`config.mk`:
```
export PLATFORM = sky130hd
export DESIGN_NAME = console_pad_poll_responder_top
export DESIGN_NICKNAME = d
export VERILOG_FILES = /design/src/rtl/cpr_pkg.sv /design/src/rtl/cpr_front.sv /design/src/rtl/cpr_job_fifo.sv /design/src/rtl/cpr_back.sv /design/src/rtl/console_pad_poll_responder_top.sv
export VERILOG_INCLUDE_DIRS = /design/src /design/src/rtl
export SDC_FILE = /design/constraint.sdc
export NUM_CORES = 1
export LEC_CHECK = 0
export BUFFER_PORTS_ARGS = -buffer_cell sky130_fd_sc_hd__buf_2
export CAP_MARGIN = 20
export CORE_MARGIN = 2
export CORE_UTILIZATION = 40
export CTS_BUF_LIST = sky130_fd_sc_hd__clkbuf_4
export CTS_CLUSTER_SIZE = 28
export DETAILED_ROUTE_END_ITERATION = 8
export GPL_ROUTABILITY_DRIVEN = 0
export GPL_TIMING_DRIVEN = 0
export PLACE_DENSITY = 0.61
export SLEW_MARGIN = 10
export SYNTH_ARGS = -nofsm -noshare
export SYNTH_HDL_FRONTEND = slang
export SYNTH_SLANG_ARGS = --single-unit
```
`constraint.sdc`:
```
create_clock -name clk -period 8.75 [get_ports clk]
set_input_delay 0.875 -clock clk [delete_from_list [all_inputs] [get_ports clk]]
set_output_delay 0.875 -clock clk [all_outputs]
set_load 0.01 [all_outputs]
```
`src/rtl/assert_macros.svh`:
```
// ----------------------------------------------------------------------------
// Assertion macros
// Shared concurrent assertion forms for the pad responder.
// ----------------------------------------------------------------------------
`ifndef ASSERT_MACROS_SVH
`define ASSERT_MACROS_SVH

// Property must hold at every clock edge outside reset.
`define CPR_ASSERT(lbl, clk, rst_n, prop, msg) \
	lbl: assert property (@(posedge clk) disable iff (!rst_n) prop) else $error(msg);

// Condition must never be true outside reset.
`define CPR_NEVER(lbl, clk, rst_n, cond, msg) \
	lbl: assert property (@(posedge clk) disable iff (!rst_n) !(cond)) else $error(msg);

`endif

```
`src/rtl/cpr_pkg.sv`:
```
// ----------------------------------------------------------------------------
// cpr_pkg
// Types and constants shared by the pad responder modules.
// ----------------------------------------------------------------------------
package cpr_pkg;

	localparam logic [7:0] CMD_PROBE  = 8'h00;
	localparam logic [7:0] CMD_POLL   = 8'h40;
	localparam logic [7:0] CMD_ORIGIN = 8'h41;

	localparam int CFG_W   = 24;
	localparam int CFG_IDX_W = 2;
	localparam logic [CFG_IDX_W-1:0] REG_DEVICE_ID      = 2'd0;
	localparam logic [CFG_IDX_W-1:0] REG_ORIGIN_CENTER  = 2'd1;
	localparam logic [CFG_IDX_W-1:0] REG_ORIGIN_BUTTONS = 2'd2;

	localparam logic [23:0] DEVICE_ID_RST      = 24'h090003;
	localparam logic [7:0]  ORIGIN_CENTER_RST  = 8'd127;
	localparam logic [15:0] ORIGIN_BUTTONS_RST = 16'h0080;

	localparam int JOB_BYTES = 10;
	localparam logic [3:0] CNT_PROBE  = 4'd3;
	localparam logic [3:0] CNT_ORIGIN = 4'd10;
	localparam logic [3:0] CNT_REPORT = 4'd8;

	typedef struct packed {
		logic [7:0]  rx_byte;
		logic [63:0] report_state;
	} cmd_t;

	typedef struct packed {
		logic        kind;
		logic [31:0] tx_word;
		logic        last;
	} rsp_t;

	typedef struct packed {
		logic                   resync;
		logic [3:0]             count;
		logic [JOB_BYTES*8-1:0] bytes;
	} job_t;

endpackage

```
`src/rtl/cpr_front.sv`:
```
// ----------------------------------------------------------------------------
// cpr_front
// Takes command bytes, tracks the poll sequence and queues response jobs.
// ----------------------------------------------------------------------------
module cpr_front (
	input  logic                              clk,
	input  logic                              arst_n,
	input  logic                              push,
	output logic                              full,
	input  cpr_pkg::cmd_t                     cmd,
	input  logic                              cfg_we,
	input  logic [cpr_pkg::CFG_IDX_W-1:0]     cfg_index,
	input  logic [cpr_pkg::CFG_W-1:0]         cfg_data,
	input  logic                              job_full,
	output logic                              job_push,
	output cpr_pkg::job_t                     job
);
	import cpr_pkg::*;

	typedef enum logic [1:0] {
		PH_CMD   = 2'd0,
		PH_POLL1 = 2'd1,
		PH_POLL2 = 2'd2
	} phase_t;

	phase_t      phase_q;
	logic [63:0] report_q;
	logic [23:0] device_id_q;
	logic [7:0]  center_q;
	logic [15:0] buttons_q;
	logic        accept;

	assign full   = job_full;
	assign accept = push && !job_full;

	always_ff @(posedge clk or negedge arst_n) begin
		if (!arst_n) begin
			device_id_q <= DEVICE_ID_RST;
			center_q    <= ORIGIN_CENTER_RST;
			buttons_q   <= ORIGIN_BUTTONS_RST;
		end else if (cfg_we) begin
			case (cfg_index)
				REG_DEVICE_ID:      device_id_q <= cfg_data;
				REG_ORIGIN_CENTER:  center_q    <= cfg_data[7:0];
				REG_ORIGIN_BUTTONS: buttons_q   <= cfg_data[15:0];
				default: ;
			endcase
		end
	end

	always_ff @(posedge clk or negedge arst_n) begin
		if (!arst_n) begin
			phase_q <= PH_CMD;
		end else if (accept) begin
			case (phase_q)
				PH_POLL1: phase_q <= PH_POLL2;
				PH_POLL2: phase_q <= PH_CMD;
				default:  phase_q <= (cmd.rx_byte == CMD_POLL) ? PH_POLL1 : PH_CMD;
			endcase
		end
	end

	always_ff @(posedge clk) begin
		if (accept && phase_q == PH_POLL1) begin
			report_q <= cmd.report_state;
		end
	end

	always_comb begin
		job        = '0;
		job_push   = 1'b0;
		case (phase_q)
			PH_POLL1: job_push = 1'b0;
			PH_POLL2: begin
				job_push  = accept;
				job.count = CNT_REPORT;
				job.bytes = {report_q, 16'h0000};
			end
			default: begin
				job_push = accept && (cmd.rx_byte != CMD_POLL);
				case (cmd.rx_byte)
					CMD_PROBE: begin
						job.count = CNT_PROBE;
						job.bytes = {device_id_q, 56'h0};
					end
					CMD_ORIGIN: begin
						job.count = CNT_ORIGIN;
						job.bytes = {buttons_q, center_q, center_q, center_q, center_q,
							32'h0};
					end
					default: job.resync = 1'b1;
				endcase
			end
		endcase
	end

endmodule

```
`src/rtl/cpr_job_fifo.sv`:
```
// ----------------------------------------------------------------------------
// cpr_job_fifo
// Two-entry queue of response jobs between the front and back halves.
// ----------------------------------------------------------------------------
module cpr_job_fifo (
	input  logic          clk,
	input  logic          arst_n,
	input  logic          wr_en,
	input  cpr_pkg::job_t wr_job,
	output logic          full,
	input  logic          rd_en,
	output logic          head_valid,
	output cpr_pkg::job_t head
);
	import cpr_pkg::*;

	job_t       mem_q [2];
	logic       wr_ptr_q;
	logic       rd_ptr_q;
	logic [1:0] cnt_q;
	logic       do_wr;
	logic       do_rd;

	assign full       = (cnt_q == 2'd2);
	assign head_valid = (cnt_q != 2'd0);
	assign head       = mem_q[rd_ptr_q];
	assign do_wr      = wr_en && !full;
	assign do_rd      = rd_en && head_valid;

	always_ff @(posedge clk or negedge arst_n) begin
		if (!arst_n) begin
			wr_ptr_q <= 1'b0;
			rd_ptr_q <= 1'b0;
			cnt_q    <= 2'd0;
		end else begin
			if (do_wr) wr_ptr_q <= !wr_ptr_q;
			if (do_rd) rd_ptr_q <= !rd_ptr_q;
			case ({do_wr, do_rd})
				2'b10:   cnt_q <= cnt_q + 2'd1;
				2'b01:   cnt_q <= cnt_q - 2'd1;
				default: cnt_q <= cnt_q;
			endcase
		end
	end

	always_ff @(posedge clk) begin
		if (do_wr) begin
			mem_q[wr_ptr_q] <= wr_job;
		end
	end

endmodule

```
`src/rtl/cpr_back.sv`:
```
// ----------------------------------------------------------------------------
// cpr_back
// Queued jobs become line words in an output register, one per cycle unless held.
// ----------------------------------------------------------------------------
`include "assert_macros.svh"

module cpr_back (
	input  logic          clk,
	input  logic          arst_n,
	input  logic          head_valid,
	input  cpr_pkg::job_t head,
	output logic          job_pop,
	output logic          empty,
	input  logic          pop,
	output cpr_pkg::rsp_t rsp
);
	import cpr_pkg::*;

	logic [2:0] word_q;
	logic       out_valid_q;
	rsp_t       out_q;
	logic       advance;
	logic       is_last;
	logic [3:0] idx0;
	logic [3:0] idx1;
	rsp_t       next_rsp;

	function automatic logic [7:0] pick_byte(input logic [JOB_BYTES*8-1:0] bytes,
		input logic [3:0] idx);
		logic [7:0] r;
		r = 8'h00;
		for (int k = 0; k < JOB_BYTES; k++) begin
			if (idx == 4'(k)) r = bytes[JOB_BYTES*8-1-8*k -: 8];
		end
		return r;
	endfunction

	function automatic logic [15:0] encode_half(input logic [JOB_BYTES*8-1:0] bytes,
		input logic [3:0] count, input logic [3:0] idx);
		logic [15:0] r;
		logic [7:0]  b;
		r = 16'h0000;
		b = pick_byte(bytes, idx);
		if (idx < count) begin
			for (int s = 0; s < 8; s++) begin
				r[2*s+1] = 1'b1;
				r[2*s]   = b[7-s];
			end
		end else if (idx == count) begin
			r = 16'h0003;
		end
		return r;
	endfunction

	assign advance = !out_valid_q || pop;
	assign job_pop = advance && head_valid && is_last;
	assign empty   = !out_valid_q;
	assign rsp     = out_q;
	assign idx0    = {word_q, 1'b0};
	assign idx1    = {word_q, 1'b1};
	assign is_last = head.resync || (word_q == head.count[3:1]);

	always_comb begin
		next_rsp.kind = head.resync;
		next_rsp.last = is_last;
		if (head.resync) begin
			next_rsp.tx_word = 32'h0;
		end else begin
			next_rsp.tx_word = {encode_half(head.bytes, head.count, idx1),
				encode_half(head.bytes, head.count, idx0)};
		end
	end

	always_ff @(posedge clk or negedge arst_n) begin
		if (!arst_n) begin
			word_q      <= 3'd0;
			out_valid_q <= 1'b0;
		end else if (advance) begin
			out_valid_q <= head_valid;
			if (head_valid) begin
				word_q <= is_last ? 3'd0 : word_q + 3'd1;
			end
		end
	end

	always_ff @(posedge clk) begin
		if (advance && head_valid) begin
			out_q <= next_rsp;
		end
	end

	`CPR_ASSERT(a_idle_word_zero, clk, arst_n, !head_valid |-> word_q == 3'd0, "word index left nonzero without a job")
	`CPR_NEVER(a_word_range, clk, arst_n, word_q > 3'd5, "word index past the longest response")
	`CPR_ASSERT(a_resync_last, clk, arst_n, (out_valid_q && out_q.kind) |-> out_q.last, "resync result not marked last")

endmodule

```
`src/rtl/console_pad_poll_responder_top.sv`:
```
// ----------------------------------------------------------------------------
// console_pad_poll_responder_top
// Pad side responder: command bytes in, line words of 2-bit symbols out.
// ----------------------------------------------------------------------------
//  channel   handshake          payload
//  request   push / full        cmd   (rx_byte, report_state)
//  result    empty / pop        rsp   (kind, tx_word, last)
//  config    cfg_we             cfg_index, cfg_data
//
// A command byte is taken every cycle while the two-entry job queue has room.
// The back half emits one line word per cycle unless a result waits: 2 for probe,
// 6 for origin, 5 for a poll report, 1 for resync.
// A response's first word passes through the job queue, then the output register.
// Reset restores the register defaults and empties both queues; no clearing pass.
// A stalled result holds the back half, and full rises once two jobs wait.
// ----------------------------------------------------------------------------
module console_pad_poll_responder_top (
	input  logic                          clk,
	input  logic                          arst_n,
	input  logic                          push,
	output logic                          full,
	input  cpr_pkg::cmd_t                 cmd,
	output logic                          empty,
	input  logic                          pop,
	output cpr_pkg::rsp_t                 rsp,
	input  logic                          cfg_we,
	input  logic [cpr_pkg::CFG_IDX_W-1:0] cfg_index,
	input  logic [cpr_pkg::CFG_W-1:0]     cfg_data
);
	import cpr_pkg::*;

	logic job_full;
	logic job_push;
	job_t job;
	logic job_pop;
	logic head_valid;
	job_t head;

	cpr_front u_front (
		.clk       (clk),
		.arst_n    (arst_n),
		.push      (push),
		.full      (full),
		.cmd       (cmd),
		.cfg_we    (cfg_we),
		.cfg_index (cfg_index),
		.cfg_data  (cfg_data),
		.job_full  (job_full),
		.job_push  (job_push),
		.job       (job)
	);

	cpr_job_fifo u_fifo (
		.clk        (clk),
		.arst_n     (arst_n),
		.wr_en      (job_push),
		.wr_job     (job),
		.full       (job_full),
		.rd_en      (job_pop),
		.head_valid (head_valid),
		.head       (head)
	);

	cpr_back u_back (
		.clk        (clk),
		.arst_n     (arst_n),
		.head_valid (head_valid),
		.head       (head),
		.job_pop    (job_pop),
		.empty      (empty),
		.pop        (pop),
		.rsp        (rsp)
	);

endmodule
```
# Word-level counts from Yosys, hierarchy flattened
# Memories as Yosys holds them, arrays and structs flattened.
# Index checks and enable logic that the tools add are counted.
[totals]
wordCells = 88
in_bits = 103
out_inout_bits = 36
register_bits = 156
ramBits = 170
mem_count = 1
[classes]
muxes = 26
order_cmp = 2
add_sub_neg = 3
eq_ne = 17
reduce_logical = 26
[mem_list]
columns = ["name", "words", "word_bits", "read_ports", "rd_ports_with_merged_regs", "write_ports", "line", "source"]
rows = [
  ["u_fifo.mem_q", 2, 85, 1, 0, 1, "cpr_job_fifo.sv:17", "job_t mem_q [2];"],
]
[ops]
columns = ["operator", "n"]
rows = [
  ["$pmux W84 S2", 2],
  ["$mux W8", 11],
  ["$mux W16", 2],
  ["$eq A8 B7 Y1 const B", 2],
  ["$eq A2 B2 Y1 const B", 4],
  ["$eq A4 B4 Y1", 2],
  ["$logic_not A4 Y1", 2],
  ["$logic_not A8 Y1", 1],
  ["$lt A4 B4 Y1", 2],
  ["$ne A8 B7 Y1 const B", 1],
  ["$pmux W2 S2", 2],
  ["$reduce_and A2 Y1", 4],
  ["$logic_and A1 B1 Y1", 7],
  ["$eq A2 B1 Y1 const B", 3],
  ["$eq A3 B2 Y1 const B", 2],
  ["$mux W1", 5],
  ["$logic_not A1 Y1", 4],
  ["$mux W2", 2],
  ["$reduce_bool A2 Y1", 2],
  ["$reduce_or A2 Y1", 2],
  ["$add A3 B1 Y3 const B", 1],
  ["$eq A3 B1 Y1 const B", 1],
  ["$eq A3 B3 Y1", 1],
  ["$eq A3 B3 Y1 const B", 1],
  ["other kinds (7)", 8],
]

# Longest topological paths before layout
[depth]
ltp_word = 8
depth_mapped = 11
ltp_nobuf = 8

# Hierarchy
# Synthesis repeated with hierarchy kept, for this count alone.
[hier_totals]
hier_cells = 870
hier_area_um2 = 13424.1
[modules_own_cells]
columns = ["mod", "seq_area_each_um2", "cells_per_inst", "area_each_um2", "n_inst"]
rows = [
  ["cpr_job_fifo", 5205.0, 283, 6535.0, 1],
  ["cpr_front", 3188.1, 371, 4976.0, 1],
  ["cpr_back", 760.7, 216, 1913.1, 1],
]

# Worst setup path after synthesis
# No wires, ideal clock.
[synth_timing]
path_kind = "input port to flip-flop"
startpoint = "in cmd[69] in the netlist's numbering"
endpoint = "mem u_fifo.mem_q[0][16] in the netlist's numbering, enable pin"
path_slack_ns = 3.893
arrival_time_ns = 4.363
t_required_ns = 8.256
setup_time_ns = 0.494
cell_stages = 5
n_path_buf = 1
cell_sequence = "or2_2 > clkbuf_1 > o31a_2 > o21bai_4 > nor2_1"
[synth_via]
elab_chain_cells = 6
[synth_rtl]
columns = ["element", "line", "source"]
rows = [
  ["start: declaration", "console_pad_poll_responder_top.sv:22", "input cpr_pkg::cmd_t cmd,"],
  ["$ne A8 B7 Y1", "cpr_front.sv:80", "job_push = accept && (cmd.rx_byte != CMD_POLL);"],
  ["$logic_and A1 B1 Y1", "cpr_front.sv:80", ""],
  ["$pmux W1 S2", "cpr_front.sv:72", "case (phase_q)"],
  ["$logic_and A1 B1 Y1", "cpr_job_fifo.sv:27", "assign do_wr = wr_en && !full;"],
  ["$mux W1", "cpr_job_fifo.sv:47", "if (do_wr) begin"],
  ["$mux W1 (not written as such)", "cpr_job_fifo.sv:48", "mem_q[wr_ptr_q] <= wr_job;"],
  ["end: declaration", "cpr_job_fifo.sv:17", ""],
]
# Every way passes these cells.

# Worst setup path after layout
[layout_timing]
startpoint = "reg u_fifo.rd_ptr_q"
endpoint = "reg u_back.out_q, in the netlist u_back.rsp[5], data pin"
[layout_via]
elab_chain_cells = 7
elab_cells_between_ends = 8
cone_classes = "order compare: 1; mux: 6; memory: 1"
[layout_rtl]
columns = ["element", "line", "source"]
rows = [
  ["start: declaration", "cpr_job_fifo.sv:19", "logic rd_ptr_q;"],
  ["start signal: assignment", "cpr_job_fifo.sv:37", "if (do_rd) rd_ptr_q <= !rd_ptr_q;"],
  ["$mem_v2 Z2 W85 *", "n/a", ""],
  ["$mux W8 (5 in a row)", "cpr_back.sv:33", "if (idx == 4'(k)) r = bytes[JOB_BYTES*8-1-8*k -: 8];"],
  ["$mux W16", "cpr_back.sv:44", "if (idx < count) begin"],
  ["end signal: assignment", "cpr_back.sv:88", "out_q <= next_rsp;"],
  ["end: declaration", "cpr_back.sv:21", "rsp_t out_q;"],
]
# Mark *: on every way between the ends. The rest lies on a longest branch, timed or not.
# A chain may end at the register's enable or synchronous reset.

==> metrics <==
root buffer selected by CTS=clkbuf_4; Max Slew Vio Count=0; H-tree Lvls=3; footprint of the multi-input gates=2880 um^2; Layout Area Growth over Synthesis=21.4%; die area=29800 um^2; max cap viols=0; outcome=finished, final reports clean; Post-Synthesis Cells=727; HPWL Detailed=between 15000 and 20000 um; initial antenna violation count=1; number of synthesized flops with an enable pin=222; FMAX=0.297 GHz; Buffers on Ports=138; CTS buffer count=77; vias per cell=4.85; post-synthesis register bit count=280; Peak VDD IR=approximately 0.085 mV; Yosys Warn Count=0; Post-DRT Antenna Nets=0; Post-synth ARST share=20.7%; # fillers=between 2000 and 2500; CTS Hold Bufs=0; Synth top area share=58.6%; setup_tns=0 ns; critical path capture point type=register; worst-path fanout max=10; vias in the first global route=between 7000 and 8000; Total Power=3.91 mW; HP Class=in2async; Post-CTS Setup Bufs=0; area leader, netlist=edfxtp_1; row cnt=61; I/O pins=roughly 140; Final Hold Fails=0; Synthesized Nets=841; first-pass GRT wire length=38400 um; placed inst area=12700 um^2; fin cells=1388; Num Clock Sinks=280; first-pass detailed-route iteration total=6; Setup Skew=0.0274 ns; Clock transition at path regs=0.06 ns; Worst-Margin Slew=0.771 ns; Die W=173 um; clock period minus worst slack=3.37 ns; final setup violation count=0; commonest non-fill, non-tap cell in the layout=edfxtp_1; placed cell count=1250; Syn Area/Cell=15.6 um^2; Slew headroom=approximately half; Initial Utilization=40.8%; design area=13800 um^2; GRT overflow=0; register area share after synthesis=71.5%; Crit path required time=9.24 ns; Tcrit/Tclk final=38.5%; Worst Setup Start Kind=register; Synth area leaders=edfxtp_1 (59%), dfrtp_1 (10%), mux2i_1 (5.9%), mux2_2 (4.8%), dfstp_2 (2.8%); Final nets=~1100; gr usage total=16.9%; power per cell area=between 200 and 300 nW/um^2; Main synth FF type=edfxtp_1; Worst-Skew Late Latency=0.68 ns; Crit Path Category=reg2reg; WL per Instance=17.9 um; initial DRC count=485; post-synth cell types=48; crit path DAT=around 3.9 ns; drt drc=0; largest net degree at the start of global routing=59; RSZ-0062 raised after global routing=false; Max Buffers Root-to-Sink=3; Reg area=8130 um^2; die height=~170 um; synthesized area=11400 um^2; via count=6730; layout cells sized above 1=about two fifths; CTS tree=done; Routed Wire Length=approximately 25000 um; most frequent cells in the layout=edfxtp_1 (222), buf_2 (151), clkbuf_4 (120); core area=roughly 28000 um^2; post_cts resized=0; Lkg Pwr=5.69 nW
Yosys cell counts, drive strengths merged (2+ instances only):
| cell | number |
|---|---|
| dfstp | 12 |
| clkbuf | 14 |
| edfxtp | 222 |
| a21o | 2 |
| a2111oi | 2 |
| mux2 | 48 |
| mux2i | 68 |
| a22oi | 15 |
| nor4 | 2 |
| dfrtp | 46 |
| buf | 32 |
| o21ai | 3 |
| a21oi | 5 |
| o22ai | 17 |
| ha | 11 |
| xor2 | 3 |
| nand2 | 82 |
| nor2 | 28 |
| a222oi | 8 |
| and2 | 16 |
| nand3 | 2 |
| nand2b | 7 |
| a22o | 18 |
| or2 | 4 |
| nand3b | 3 |
| inv | 22 |
| or3 | 2 |
| xnor2 | 3 |
| nor3 | 18 |
cell families (layout without fill, tap and decap cells):
group / count (synthesis) / after routing / share of synthesized area (%)
xor+xnor: 6 / 6 / 0.462
flops: 280 / 280 / 71.5
other cells: 0 / 1 / 0
buf+inv: 68 / 350 / 3.28
fa+ha+maj: 11 / 11 / 1.21
mux: 116 / 116 / 10.9
simple gates: 172 / 172 / 7.61
compound gates: 74 / 74 / 5.04
final cells by class:
cell class	instances	share of cell area [%]
flip-flops and latches	280	58.9
plain buffers	46	2.10
well taps	378	3.43
diodes	1	0.0181
repair buffers	147	6.65
clock inverters	15	0.861
multi-input cells	379	20.9
clock buffers	120	6.53
inverters	22	0.598
worst max-delay path, stage by stage, from the launching register on:
cell and delay [ns]:
dfrtp_1 0.34, buf_6 0.15, buf_2 0.27, buf_2 0.36
mux2i_1 0.31, ha_1 0.33, o21a_1 0.14, or2_2 0.29
or4b_1 0.52, buf_2 0.22, nor3_2 0.25
per-stage QoR:
step	worst slack, ns	hold slack, ns	util (%)
5_1_grt	5.23	0.306	49.5
6_report	5.38	0.276	49.5
3_3_place_gp	1.96	0.480	45.0
2_1_floorplan	3.89	0.460	-
3_5_place_dp	5.39	0.494	45.8
4_1_cts	5.37	0.256	49.4
final timing paths:
check,start,end,slack (ns),cells past startpoint
setup / recovery,u_fifo.rd_ptr_q$_DFFE_PN0P_,u_back.rsp[5]$_SDFFCE_PP0N_,5.38,10
hold / removal,arst_n,u_fifo.rd_ptr_q$_DFFE_PN0P_,0.28,1
setup reg to reg,u_fifo.rd_ptr_q$_DFFE_PN0P_,u_back.rsp[5]$_SDFFCE_PP0N_,5.38,10
hold reg to reg,u_back.out_valid_q$_DFFE_PN0N_,u_back.out_valid_q$_DFFE_PN0N_,0.50,2
max in group asynchronous,arst_n,u_front.device_id_q[3]$_DFFE_PN0P_,7.95,1
min in group clk,cmd[62],u_front.report_q[62]$_DFFE_PP_,0.37,1
power by group:
part | leakage [nW] | internal (mW) | switching (mW)
logic | 2.31 | 0.393 | 0.525
clock network | 0.610 | 0.680 | 0.521
registers | 2.77 | 1.72 | 0.0778
routing by layer:
layer	part of all wire (%)	track usage (%)	up-vias	routed length, um
met5	0	0	-	0
met4	1.5	5.98	0	372
met3	5.8	3.89	25	1450
met2	50	28.4	208	12400
met1	43	21.4	3280	10600
li1	-	-	3217	-
flip-flops by register name, summed over array words and instances (netlist names):
signal / count
u_front.device_id_q: 24
u_front.report_q: 64
u_front.phase_q: 2
u_back.rsp: 22
u_back.out_valid_q: 1
u_fifo.wr_ptr_q: 1
u_front.buttons_q: 16
u_fifo.rd_ptr_q: 1
u_fifo.cnt_q: 2
u_back.word_q: 3
u_fifo.mem_q: 136
u_front.center_q: 8
Note: power is estimated with default switching activity, not from simulation.
